`src/rtl/core/scp_pkg.sv`:
```
// ----------------------------------------------------------------------------
// scp_pkg: shared definitions for the serial command parser
// Field widths, command letters, parser codes, register indexes and the
// constants of the timer reload conversion.
// ----------------------------------------------------------------------------
package scp_pkg;

    // Timing and default values
    localparam int unsigned TIMEOUT_MS          = 100;
    localparam int unsigned TIMER_CLOCK_MHZ     = 240;
    localparam int unsigned DEFAULT_PERIOD_MS   = 100;
    localparam int unsigned DEFAULT_INTERVAL_NS = 1000;
    localparam int unsigned NS_PER_US           = 1000;

    // Field widths
    localparam int BYTE_W     = 8;
    localparam int TIME_W     = 32;
    localparam int PERIOD_W   = 8;
    localparam int INTERVAL_W = 16;
    localparam int RELOAD_W   = 14;
    localparam int STATE_W    = 2;
    localparam int CFG_IDX_W  = 2;
    localparam int CFG_DATA_W = 16;
    localparam int S_DATA_W   = 40;
    localparam int M_DATA_W   = 48;

    localparam logic [RELOAD_W-1:0] RELOAD_MAX = {RELOAD_W{1'b1}};

    // Parser state codes
    localparam logic [STATE_W-1:0] PS_IDLE     = 2'd0;
    localparam logic [STATE_W-1:0] PS_PERIOD   = 2'd1;
    localparam logic [STATE_W-1:0] PS_INTERVAL = 2'd2;

    // Command letters
    localparam logic [BYTE_W-1:0] CMD_PERIOD   = 8'h66; // 'f'
    localparam logic [BYTE_W-1:0] CMD_STOP     = 8'h70; // 'p'
    localparam logic [BYTE_W-1:0] CMD_RUN      = 8'h72; // 'r'
    localparam logic [BYTE_W-1:0] CMD_TRIGGER  = 8'h74; // 't'
    localparam logic [BYTE_W-1:0] CMD_INTERVAL = 8'h64; // 'd'

    // Configuration register indexes
    localparam logic [CFG_IDX_W-1:0] CFG_PERIOD_MIN   = 2'd0;
    localparam logic [CFG_IDX_W-1:0] CFG_PERIOD_MAX   = 2'd1;
    localparam logic [CFG_IDX_W-1:0] CFG_INTERVAL_MIN = 2'd2;
    localparam logic [CFG_IDX_W-1:0] CFG_INTERVAL_MAX = 2'd3;

    // Reload conversion: ticks = floor(dt * MHz / 1000), done as one constant
    // multiply by MHz * ceil(2^SHIFT / 1000) followed by a right shift.
    localparam int unsigned     RECIP_SHIFT = 36;
    localparam longint unsigned RECIP_MUL   =
        ((64'd1 << RECIP_SHIFT) + 64'(NS_PER_US) - 64'd1) / 64'(NS_PER_US);
    localparam longint unsigned RELOAD_MUL  = RECIP_MUL * 64'(TIMER_CLOCK_MHZ);
    localparam int RELOAD_MUL_W = $clog2(RELOAD_MUL + 64'd1);
    localparam int PROD_W       = INTERVAL_W + RELOAD_MUL_W;
    localparam int TICKS_W      = PROD_W - RECIP_SHIFT;

endpackage

```
`src/rtl/core/scp_reload.sv`:
```
// ----------------------------------------------------------------------------
// scp_reload: sample interval to timer reload conversion
// reload = floor(dt * MHz / 1000) - 1, floored at zero, saturated to 14 bits.
// ----------------------------------------------------------------------------
module scp_reload
    import scp_pkg::*;
(
    input  logic [INTERVAL_W-1:0] interval_ns,
    output logic [RELOAD_W-1:0]   reload_value
);

    logic [PROD_W-1:0]  prod;
    logic [TICKS_W-1:0] ticks;
    logic [TICKS_W-1:0] ticks_m1;

    // Scale by the reciprocal and keep the integer part
    assign prod     = PROD_W'(interval_ns) * PROD_W'(RELOAD_MUL);
    assign ticks    = prod[PROD_W-1:RECIP_SHIFT];
    assign ticks_m1 = ticks - TICKS_W'(1);

    // Floor at zero, saturate at the top of the reload range
    always_comb begin
        if (ticks == '0) begin
            reload_value = '0;
        end else if (32'(ticks_m1) > 32'(RELOAD_MAX)) begin
            reload_value = RELOAD_MAX;
        end else begin
            reload_value = RELOAD_W'(ticks_m1);
        end
    end

endmodule

```
`src/rtl/core/serial_command_parser_top.sv`:
```
// ----------------------------------------------------------------------------
// serial_command_parser_top: serial command parser
// Decodes single-letter commands from received bytes into run control,
// period, sample interval and timer reload settings.
// ----------------------------------------------------------------------------
// Usage:
// Each input beat on s_* carries one received byte with its millisecond
// timestamp (s_tuser low) or a clear of the single-trigger request
// (s_tuser high). Every input beat yields exactly one output beat on m_*
// with the settings as they stand after that beat and a reload write flag.
// Period and interval limits are written through cfg_wr_en/cfg_index/cfg_data;
// the user must do so only while no beat is in flight; the block has no guard.
// From the input register a beat moves to the parser stage register, which feeds
// the reload multiply and the output register that drives m_tvalid.
// Throughput is one beat per cycle while m_tready stays high; each stage holds its
// own beat, so a beat may be accepted while a finished result waits on m_tready.
// When the receiver stalls, the stall backs up stage by stage until
// s_tready drops; nothing is lost or repeated.
// Reset (aresetn low, synchronous) empties the pipeline, puts the parser in
// idle, stops runs, clears the trigger request and the reload, and loads
// the default period, interval and limits.
// ----------------------------------------------------------------------------
module serial_command_parser_top
    import scp_pkg::*;
(
    input  logic                  aclk,
    input  logic                  aresetn,
    // input channel
    input  logic                  s_tvalid,
    output logic                  s_tready,
    input  logic [S_DATA_W-1:0]   s_tdata,   // rx_byte[7:0], now_ms[39:8]
    input  logic                  s_tuser,   // kind[0]
    // result channel
    output logic                  m_tvalid,
    input  logic                  m_tready,
    output logic [M_DATA_W-1:0]   m_tdata,   // run_active[0], single_request[1],
                                             // period_ms[9:2], interval_ns[25:10],
                                             // reload_write[26], reload_value[40:27],
                                             // parse_state[42:41], zero[47:43]
    // configuration
    input  logic                  cfg_wr_en,
    input  logic [CFG_IDX_W-1:0]  cfg_index,
    input  logic [CFG_DATA_W-1:0] cfg_data
);

    // Configuration registers
    logic [PERIOD_W-1:0]   period_min_reg;
    logic [PERIOD_W-1:0]   period_max_reg;
    logic [INTERVAL_W-1:0] interval_min_reg;
    logic [INTERVAL_W-1:0] interval_max_reg;

    // Input stage
    logic                  in_valid_reg;
    logic                  in_kind_reg;
    logic [BYTE_W-1:0]     in_byte_reg;
    logic [TIME_W-1:0]     in_now_reg;

    // Parser state
    logic [STATE_W-1:0]    state_reg, state_next;
    logic                  byte_idx_reg, byte_idx_next;
    logic [BYTE_W-1:0]     low_byte_reg, low_byte_next;
    logic [TIME_W-1:0]     last_ms_reg, last_ms_next;
    logic                  run_reg, run_next;
    logic                  single_reg, single_next;
    logic [PERIOD_W-1:0]   period_reg, period_next;
    logic [INTERVAL_W-1:0] interval_reg, interval_next;
    logic                  strobe_next;

    // Parser stage output
    logic                  mid_valid_reg;
    logic                  mid_run_reg;
    logic                  mid_single_reg;
    logic [PERIOD_W-1:0]   mid_period_reg;
    logic [INTERVAL_W-1:0] mid_interval_reg;
    logic                  mid_strobe_reg;
    logic [STATE_W-1:0]    mid_state_reg;

    // Output stage
    logic                  out_valid_reg;
    logic                  out_run_reg;
    logic                  out_single_reg;
    logic [PERIOD_W-1:0]   out_period_reg;
    logic [INTERVAL_W-1:0] out_interval_reg;
    logic                  out_strobe_reg;
    logic [RELOAD_W-1:0]   out_reload_reg;
    logic [STATE_W-1:0]    out_state_reg;
    logic [RELOAD_W-1:0]   reload_reg, reload_next;
    logic [RELOAD_W-1:0]   reload_calc;

    logic                  out_ready;
    logic                  mid_ready;
    logic                  in_ready;
    logic                  in_adv;
    logic                  mid_adv;
    logic                  out_adv;
    logic                  timed_out;
    logic [INTERVAL_W-1:0] dt;

    // Stage handshakes: a stage takes a beat when it is empty or drains
    assign out_ready = !out_valid_reg || m_tready;
    assign mid_ready = !mid_valid_reg || out_ready;
    assign in_ready  = !in_valid_reg || mid_ready;
    assign s_tready  = in_ready;
    assign in_adv    = s_tvalid && in_ready;
    assign mid_adv   = in_valid_reg && mid_ready;
    assign out_adv   = mid_valid_reg && out_ready;

    // Configuration writes
    always_ff @(posedge aclk) begin
        if (!aresetn) begin
            period_min_reg   <= PERIOD_W'(1);
            period_max_reg   <= PERIOD_W'(255);
            interval_min_reg <= INTERVAL_W'(100);
            interval_max_reg <= INTERVAL_W'(65535);
        end else if (cfg_wr_en) begin
            case (cfg_index)
                CFG_PERIOD_MIN:   period_min_reg   <= cfg_data[PERIOD_W-1:0];
                CFG_PERIOD_MAX:   period_max_reg   <= cfg_data[PERIOD_W-1:0];
                CFG_INTERVAL_MIN: interval_min_reg <= cfg_data;
                CFG_INTERVAL_MAX: interval_max_reg <= cfg_data;
                default: ;
            endcase
        end
    end

    // Input register: valid under reset, payload without
    always_ff @(posedge aclk) begin
        if (!aresetn) begin
            in_valid_reg <= 1'b0;
        end else if (in_ready) begin
            in_valid_reg <= s_tvalid;
        end
    end

    always_ff @(posedge aclk) begin
        if (in_adv) begin
            in_kind_reg <= s_tuser;
            in_byte_reg <= s_tdata[BYTE_W-1:0];
            in_now_reg  <= s_tdata[BYTE_W +: TIME_W];
        end
    end

    // Parser next state
    assign timed_out = (state_reg != PS_IDLE) &&
                       ((in_now_reg - last_ms_reg) > TIME_W'(TIMEOUT_MS));
    assign dt        = {in_byte_reg, low_byte_reg};

    always_comb begin
        logic [STATE_W-1:0] cur_state;
        logic               cur_idx;
        cur_state     = state_reg;
        cur_idx       = byte_idx_reg;
        state_next    = state_reg;
        byte_idx_next = byte_idx_reg;
        low_byte_next = low_byte_reg;
        last_ms_next  = last_ms_reg;
        run_next      = run_reg;
        single_next   = single_reg;
        period_next   = period_reg;
        interval_next = interval_reg;
        strobe_next   = 1'b0;
        if (in_kind_reg) begin
            // clear event touches the trigger request only
            single_next = 1'b0;
        end else begin
            // abandon a stale partial command before decoding
            if (timed_out) begin
                cur_state = PS_IDLE;
                cur_idx   = 1'b0;
            end
            last_ms_next  = in_now_reg;
            state_next    = cur_state;
            byte_idx_next = cur_idx;
            case (cur_state)
                PS_IDLE: begin
                    case (in_byte_reg)
                        CMD_PERIOD:   state_next = PS_PERIOD;
                        CMD_STOP:     run_next = 1'b0;
                        CMD_RUN:      run_next = 1'b1;
                        CMD_TRIGGER:  single_next = 1'b1;
                        CMD_INTERVAL: begin
                            state_next    = PS_INTERVAL;
                            byte_idx_next = 1'b0;
                        end
                        default: ;
                    endcase
                end
                PS_PERIOD: begin
                    if (in_byte_reg >= period_min_reg && in_byte_reg <= period_max_reg) begin
                        period_next = in_byte_reg;
                    end
                    state_next = PS_IDLE;
                end
                PS_INTERVAL: begin
                    if (!cur_idx) begin
                        low_byte_next = in_byte_reg;
                        byte_idx_next = 1'b1;
                    end else begin
                        if (dt >= interval_min_reg && dt <= interval_max_reg) begin
                            interval_next = dt;
                            strobe_next   = 1'b1;
                        end
                        byte_idx_next = 1'b0;
                        state_next    = PS_IDLE;
                    end
                end
                default: begin
                    state_next = PS_IDLE;
                end
            endcase
        end
    end

    // Parser state registers advance with each beat leaving the input stage
    always_ff @(posedge aclk) begin
        if (!aresetn) begin
            state_reg    <= PS_IDLE;
            byte_idx_reg <= 1'b0;
            low_byte_reg <= '0;
            last_ms_reg  <= '0;
            run_reg      <= 1'b0;
            single_reg   <= 1'b0;
            period_reg   <= PERIOD_W'(DEFAULT_PERIOD_MS);
            interval_reg <= INTERVAL_W'(DEFAULT_INTERVAL_NS);
        end else if (mid_adv) begin
            state_reg    <= state_next;
            byte_idx_reg <= byte_idx_next;
            low_byte_reg <= low_byte_next;
            last_ms_reg  <= last_ms_next;
            run_reg      <= run_next;
            single_reg   <= single_next;
            period_reg   <= period_next;
            interval_reg <= interval_next;
        end
    end

    // Parser stage result
    always_ff @(posedge aclk) begin
        if (!aresetn) begin
            mid_valid_reg <= 1'b0;
        end else if (mid_ready) begin
            mid_valid_reg <= in_valid_reg;
        end
    end

    always_ff @(posedge aclk) begin
        if (mid_adv) begin
            mid_run_reg      <= run_next;
            mid_single_reg   <= single_next;
            mid_period_reg   <= period_next;
            mid_interval_reg <= interval_next;
            mid_strobe_reg   <= strobe_next;
            mid_state_reg    <= state_next;
        end
    end

    // Reload conversion of a newly accepted interval
    scp_reload u_reload (
        .interval_ns  (mid_interval_reg),
        .reload_value (reload_calc)
    );

    assign reload_next = mid_strobe_reg ? reload_calc : reload_reg;

    always_ff @(posedge aclk) begin
        if (!aresetn) begin
            reload_reg <= '0;
        end else if (out_adv) begin
            reload_reg <= reload_next;
        end
    end

    // Output register
    always_ff @(posedge aclk) begin
        if (!aresetn) begin
            out_valid_reg <= 1'b0;
        end else if (out_ready) begin
            out_valid_reg <= mid_valid_reg;
        end
    end

    always_ff @(posedge aclk) begin
        if (out_adv) begin
            out_run_reg      <= mid_run_reg;
            out_single_reg   <= mid_single_reg;
            out_period_reg   <= mid_period_reg;
            out_interval_reg <= mid_interval_reg;
            out_strobe_reg   <= mid_strobe_reg;
            out_reload_reg   <= reload_next;
            out_state_reg    <= mid_state_reg;
        end
    end

    assign m_tvalid = out_valid_reg;
    assign m_tdata  = {5'd0, out_state_reg, out_reload_reg, out_strobe_reg,
                       out_interval_reg, out_period_reg, out_single_reg, out_run_reg};

endmodule
```
`config.mk`:
```
export PLATFORM = sky130hd
export DESIGN_NAME = serial_command_parser_top
export DESIGN_NICKNAME = d
export VERILOG_FILES = /design/src/rtl/core/scp_pkg.sv /design/src/rtl/core/scp_reload.sv /design/src/rtl/core/serial_command_parser_top.sv
export SDC_FILE = /design/constraint.sdc
export NUM_CORES = 1
export LEC_CHECK = 0
export ABC_AREA = 1
export BUFFER_PORTS_ARGS = -buffer_cell sky130_fd_sc_hd__buf_2
export CAP_MARGIN = 20
export CORE_ASPECT_RATIO = 1.1
export CORE_MARGIN = 2
export CORE_UTILIZATION = 27
export CTS_CLUSTER_DIAMETER = 30
export DETAILED_ROUTE_END_ITERATION = 12
export PLACE_DENSITY = 0.42
export SLEW_MARGIN = 25
export SYNTH_ARGS = -nofsm -noshare
export SYNTH_HDL_FRONTEND = slang
export SYNTH_SLANG_ARGS = --single-unit
```
`constraint.sdc`:
```
create_clock -name aclk -period 6.35 [get_ports aclk]
set_input_delay 0 -clock aclk [delete_from_list [all_inputs] [get_ports aclk]]
set_output_delay 0 -clock aclk [all_outputs]
set_load 0.02 [all_outputs]
```
==> results.md, run 1 <==
- Pin count of the biggest net entering global routing: 83
- Synth cell types: 51
- CTS tree: built
- Setup Skew: 0.0507 ns
- RSZ-0062 raised after global routing: true
- Commonest cells after routing, fill and taps aside: inv_1, nand2_1, ha_1
- Pwr Density: 633 nW/um^2
- Psw: 8.62 mW
- CP Data Arrival Time: 6.46 ns
- Worst-path fanout max: 4
- VDD IR max: 0.526 mV
- Mapped Area: 22000 um^2
- Most common cell after layout, fill and taps aside: inv_1
- Max_slew headroom: 39.9%
- TritonRoute pass-1 iters: 5
- Finished Layout Cells: 4324
- H-tree depth: 3
- Total grt overflow: 0
- Fraction of registers with async set/reset: 0%
- Gp weighted congestion: 0.888
- DIE WIDTH: 276 um
- Delay-heaviest family, CP: adder cells
- Worst Slack Setup Final: 0.230 ns
- Mapped Cells: 2820
- Cell-internal power: 9.99 mW
- Final Power: 18.6 mW
- Final instance area: 29400 um^2
- ANT cells: 0
- Peak Freq: 163 MHz
- Placed Instances: 4105
- Initial antenna violation count: 1
- Worst path bufs/invs: 8
- Outcome: finished, final reports clean
- Final Critical Period: 6.12 ns
- Drt total wl: 68600 um
- Via density: 4.31
- Comb pwr share: 69.8%
- Drt drc: 0
- Vias: 18620
- Max cap viols: 0
- Clk Latency, worst-skew pair: 0.61 ns
- Sink Count: 247
- Main synth FF type: dfxtp_1
- Startpoint Class: flip-flop
- GRT Util Overall: 16.3%
- DP Wirelength: 56000 um
- CTS max path bufs: 3
- CTS Buf Count: 70
- LEAKAGE: 14.5 nW
- WP data required: 6.69 ns
- Setup violations, final: 0
- Avg Inst Size Synth: 7.80 um^2
- Seq/Total Area, Yosys: 27.6%
- Fin crit share: 96.4%
- CP Class: reg2reg
- Clock power frac: 20.1%
- Post-synth EDFFs: 113
- Crit. End Element: flip-flop
- Hold WS: 0.0477 ns
- Clk slew on worst S/H paths: 0.04 ns
- DRT iter0 DRCs: 712
- Hold WC Path Type: in2reg
- Seq cells post-synth: 247
- Initial Utilization: 27.3%
- Switching share of power: 46.3%
- Io pins: 114
- Final hold violation count: 0
- Final TNS setup: 0 ns
- CP peak stage delay: 0.64 ns
- Root Buffer: clkbuf_16
- First-pass GRT wire length: 105000 um
- Area of the core: 80500 um^2
- Ys Warns: 0
- Die height: 303 um
- Pre-CTS setup slack: -0.0803 ns
- Crit path top cell by count: fa_1
- Reg power frac: 10.0%
- Filler instances: 8521
- Layout cells sized above 1: 20.4%
- Syn-to-layout area delta: 33.6%
- PortBufs: 108
- Layout Utilization: 36.5%
- DP Area: 24900 um^2
- Vias in the first global route: 18950
- Die footprint: 83800 um^2
- WL/cell: 15.9 um
- Site Rows: 109
- Worst-Margin Slew: 0.902 ns
- Slew Limit Fails: 0
- Crit-path slowest cell: fa_2
- Nets: 3706
- ANT nets after route: 0
==> area by class of cell <==
cell class	count	area [um^2]	area share [%]
repair buffers	370	2740	9.34
flip-flops and latches	247	6080	20.7
well taps	1054	1320	4.49
clock inverters	37	586	1.99
multi-input cells	1871	14200	48.4
clock buffers	89	1970	6.69
inverters	656	2460	8.39
==> per-layer routing <==
| metal | vias to the layer above | share of wire [%] | track usage [%] |
|---|---|---|---|
| met5 | - | 0 | 0 |
| met4 | 0 | 1.8 | 4.37 |
| met3 | 84 | 3.4 | 2.34 |
| met2 | 249 | 51 | 30.1 |
| met1 | 8648 | 44 | 19.8 |
| li1 | 9639 | - | - |
==> timing repair <==
action                     4_1_cts  5_1_grt
gates cloned                     0        1
setup endpoints to repair       28       28
hold buffers                    73        0
resized for setup                8      252
hold endpoints to repair        94        0
pin swaps                        2       70
buffers inserted                 0       21
==> logic make-up (layout without fill, tap and decap cells) <==
| family | count (synthesis) | count (layout) | synth area share [%] |
|---|---|---|---|
| xor+xnor | 17 | 17 | 0.677 |
| compound gates | 368 | 368 | 9.06 |
| flops | 247 | 247 | 27.6 |
| other cells | 1 | 5 | 0.0170 |
| simple gates | 1055 | 1055 | 20.2 |
| fa+ha+maj | 426 | 426 | 30.1 |
| buf+inv | 706 | 1152 | 12.3 |
==> worst min-delay path, delay by kind of cell <==
kind / cells / cell delay (ns)
buffers and inverters: 3 / 0.42
AO/OA/AOI/OAI: 1 / 0.20
==> path summary, 6_finish.rpt <==
path	startpoint	to	slack, ns	depth (start not counted)
worst max-delay path	mid_interval_reg[4]	out_reload_reg[13]	0.23	29
worst min register to register	mid_single_reg	out_single_reg	0.43	0
worst min-delay path	aresetn	m_tvalid	0.05	4
worst max register to register	mid_interval_reg[4]	out_reload_reg[13]	0.23	29
==> power by group through the flow <==
stage	Combinational, mW	Sequential (mW)	Clock, mW
2_1_floorplan	5.88	1.91	0
3_3_place_gp	10.3	1.90	0
3_5_place_dp	10.2	1.90	0
4_1_cts	10.3	1.87	3.84
5_1_grt	14.3	1.88	3.93
6_report	13.0	1.87	3.75
==> cell usage after synthesis, drive strengths merged, types with 29 or more instances <==
library cell,n,area share (%)
inv,653,11
fa,173,16
nand3,116,2.7
o21ai,135,3.1
a21oi,186,4.4
edfxtp,113,15
nand4,29,0.85
ha,253,14
clkbuf,35,0.60
nor2,196,3.5
dfxtp,134,12
nand2,653,11
Power figures use the tool's default switching activity.
==> inputs of run 2 (changes only) <==
Settings changed: CORE_UTILIZATION 27 to 48, MAX_ROUTING_LAYER set to met4, PLACE_DENSITY 0.42 to 0.66, REMOVE_ABC_BUFFERS set to 1.
==> run 2 against run 1 <==
Utilization is 24 points higher; clock-buffer cell count decreased by 40; clock power decreased by 37%; via count is 2.6% higher; non-clock buffer count fell by 35; routed wire length decreased by 10%; design area down 6.7%; maximum frequency down 0.95%; sequential power about the same.
==> results.md, run 2 (synthesis results as in run 1) <==
- Outcome: finished, final reports clean
- Cell-internal power: 8.38 mW (-16%)
- Root Buffer: clkbuf_16
- Reg power frac: 11.2% (+1.2 points)
- CTS tree: built
- Drt drc: 0 (unchanged)
- Reg2reg start: mid_interval_reg[15]
- Max cap viols: 0 (unchanged)
- CP Class: reg2reg
- VDD IR max: 0.515 mV (-2.1%)
- Slew Limit Fails: 0 (unchanged)
- PortBufs: 108 (unchanged)
- ANT cells: 0 (unchanged)
- CTS Buf Count: 45 (-36%)
- Max_slew headroom: 31.1% (-8.7 points)
- Pin count of the biggest net entering global routing: 72 (-13%)
- Setup violations, final: 0 (unchanged)
- Fin crit share: 97.3% (+0.93 points)
- Die height: 229 um (-25%)
- CP Data Arrival Time: 6.61 ns (+0.15 ns)
- Clock power frac: 14.4% (-5.7 points)
- GRT Util Overall: 26.5% (+10 points)
- LEAKAGE: 13.9 nW (-4.4%)
- Syn-to-layout area delta: 24.6%
- Switching share of power: 49.5% (+3.2 points)
- Die footprint: 47600 um^2 (-43%)
- Hold path cells: 2 (-2)
- First-pass GRT wire length: 97800 um (-7.3%)
- Via density: 5.05 (+17%)
- RR Endpoint: reload_reg[10]
- Clk slew on worst S/H paths: 0.05 ns (about the same)
- Worst-Margin Slew: 1.02 ns (+0.118 ns)
- Vias: 19101 (+2.6%)
- Reg2Reg Depth: 30 (+3.4%)
- Comb pwr share: 74.4% (+4.6 points)
- Hold WS: 0.143 ns (+0.0957 ns)
- Pwr Density: 605 nW/um^2 (-4.5%)
- Crit. End Element: flip-flop
- WL/cell: 16.3 um (+2.9%)
- Initial Utilization: 48.4% (+21 points)
- DRT iter0 DRCs: 961 (+35%)
- Gp weighted congestion: 0.995 (+12%)
- Nets: 3646 (-1.6%)
- RSZ-0062 raised after global routing: true
- Crit-path slowest cell: fa_2
- H-tree depth: 2 (-1)
- Sink Count: 247 (unchanged)
- Area of the core: 45500 um^2 (-44%)
- WP data required: 6.78 ns (+0.09 ns)
- Site Rows: 82 (-25%)
- Layout Utilization: 60.3% (+24 points)
- Startpoint Class: flip-flop
- Most common cell after layout, fill and taps aside: inv_1
- DP Wirelength: 49100 um (-12%)
- Hold Crit Start: s_tdata[3]
- Total grt overflow: 0 (unchanged)
- Peak Freq: 162 MHz (-0.95%)
- Final hold violation count: 0 (unchanged)
- Final TNS setup: 0 ns (unchanged)
- DIE WIDTH: 208 um (-25%)
- Clk Latency, worst-skew pair: 0.56 ns (-0.05 ns)
- TritonRoute pass-1 iters: 5 (unchanged)
- Finished Layout Cells: 3780 (-13%)
- Vias in the first global route: 19553 (+3.2%)
- Io pins: 114 (unchanged)
- Worst-path fanout max: 4 (unchanged)
- Psw: 8.20 mW (-4.8%)
- Setup slack, reg-to-reg: 0.17 ns (-0.06 ns)
- Final Critical Period: 6.18 ns (+0.0589 ns)
- Placed Instances: 3605 (-12%)
- Hold WC Path Type: in2reg
- ANT nets after route: 0 (unchanged)
- CP peak stage delay: 0.63 ns (about the same)
- Final Power: 16.6 mW (-11%)
- Filler instances: 4033 (-53%)
- Commonest cells after routing, fill and taps aside: inv_1, nand2_1, ha_1
- Layout cells sized above 1: 18.3% (-2.1 points)
- Initial antenna violation count: 0 (-1)
- Drt total wl: 61700 um (-10%)
- CTS max path bufs: 3 (unchanged)
- Hold Path End: in_byte_reg[3]
- Setup Skew: 0.0281 ns (-0.0226 ns)
[run 2: cell count changes in the layout (fill, tap and decap cells not counted), moves of 5 or more]
cell	before	now
buf_4	181	150
clkbuf_16	73	45
clkbuf_8	10	1
bufinv_16	11	4
nor2_4	18	11
inv_6	0	6
o21ai_0	116	122
nor2_1	146	151
o21ai_1	18	13
[run 2: what timing repair did]
action / in CTS / in global routing
setup buffers: 5 / 18
hold buffers: 69 / 0
gates cloned: 0 / 0
setup endpoints to repair: 28 / 28
gates resized for setup: 27 / 208
pin swaps: 13 / 111
endpoints found under the hold margin: 92 / 0
[run 2: final cells by class]
cell class | instances | area (um^2) | share of cell area [%]
Timing Repair Buffer | 335 | 2450 | 8.93
Tap cell | 588 | 736 | 2.68
Inverter | 656 | 2460 | 8.98
Sequential cell | 247 | 6080 | 22.2
Multi-Input combinational cell | 1871 | 14200 | 51.7
Clock buffer | 49 | 1150 | 4.20
Clock inverter | 34 | 378 | 1.38
[run 2: critical path: cells and delay by family, from the launching register on]
family          cells  cell delay [ns]
simple gates       14             1.25
fa+ha+maj           8             3.59
compound gates      1             0.15
flops               1             0.52
buf+inv             7             0.54
[run 2: worst max path at each step]
stage	from	depth (start not counted)	endpoint	slack, ns
after floorplan	mid_interval_reg[5]	30	reload_reg[10]	0.27
after global placement	mid_interval_reg[9]	27	reload_reg[11]	-0.03
after detailed placement	mid_interval_reg[4]	30	reload_reg[2]	-0.17
after CTS	mid_interval_reg[4]	31	reload_reg[2]	-0.004
after global routing	mid_interval_reg[15]	30	reload_reg[10]	-0.07
final	mid_interval_reg[15]	30	reload_reg[10]	0.17
[run 2: power groups by stage]
stage	logic, mW	registers, mW	clock network, mW
after detailed placement	9.63	1.89	0
after floorplan	5.87	1.91	0
after CTS	10.0	1.86	2.42
after global routing	13.5	1.87	2.49
final	12.3	1.86	2.38
after global placement	9.58	1.89	0
[run 2: per-stage QoR]
stage          setup slack [ns]  area, um^2
6_report                  0.171       27400
5_1_grt                 -0.0657       27400
4_1_cts                -0.00384       26400
3_5_place_dp             -0.167       24100
3_3_place_gp            -0.0287       24100
2_1_floorplan             0.268       21800
[run 2: routing by layer]
layer,track usage [%],part of all wire [%]
met1,30.7,41
met2,46.6,51
met3,3.30,4.3
met4,11.1,4.1
met5,-,0
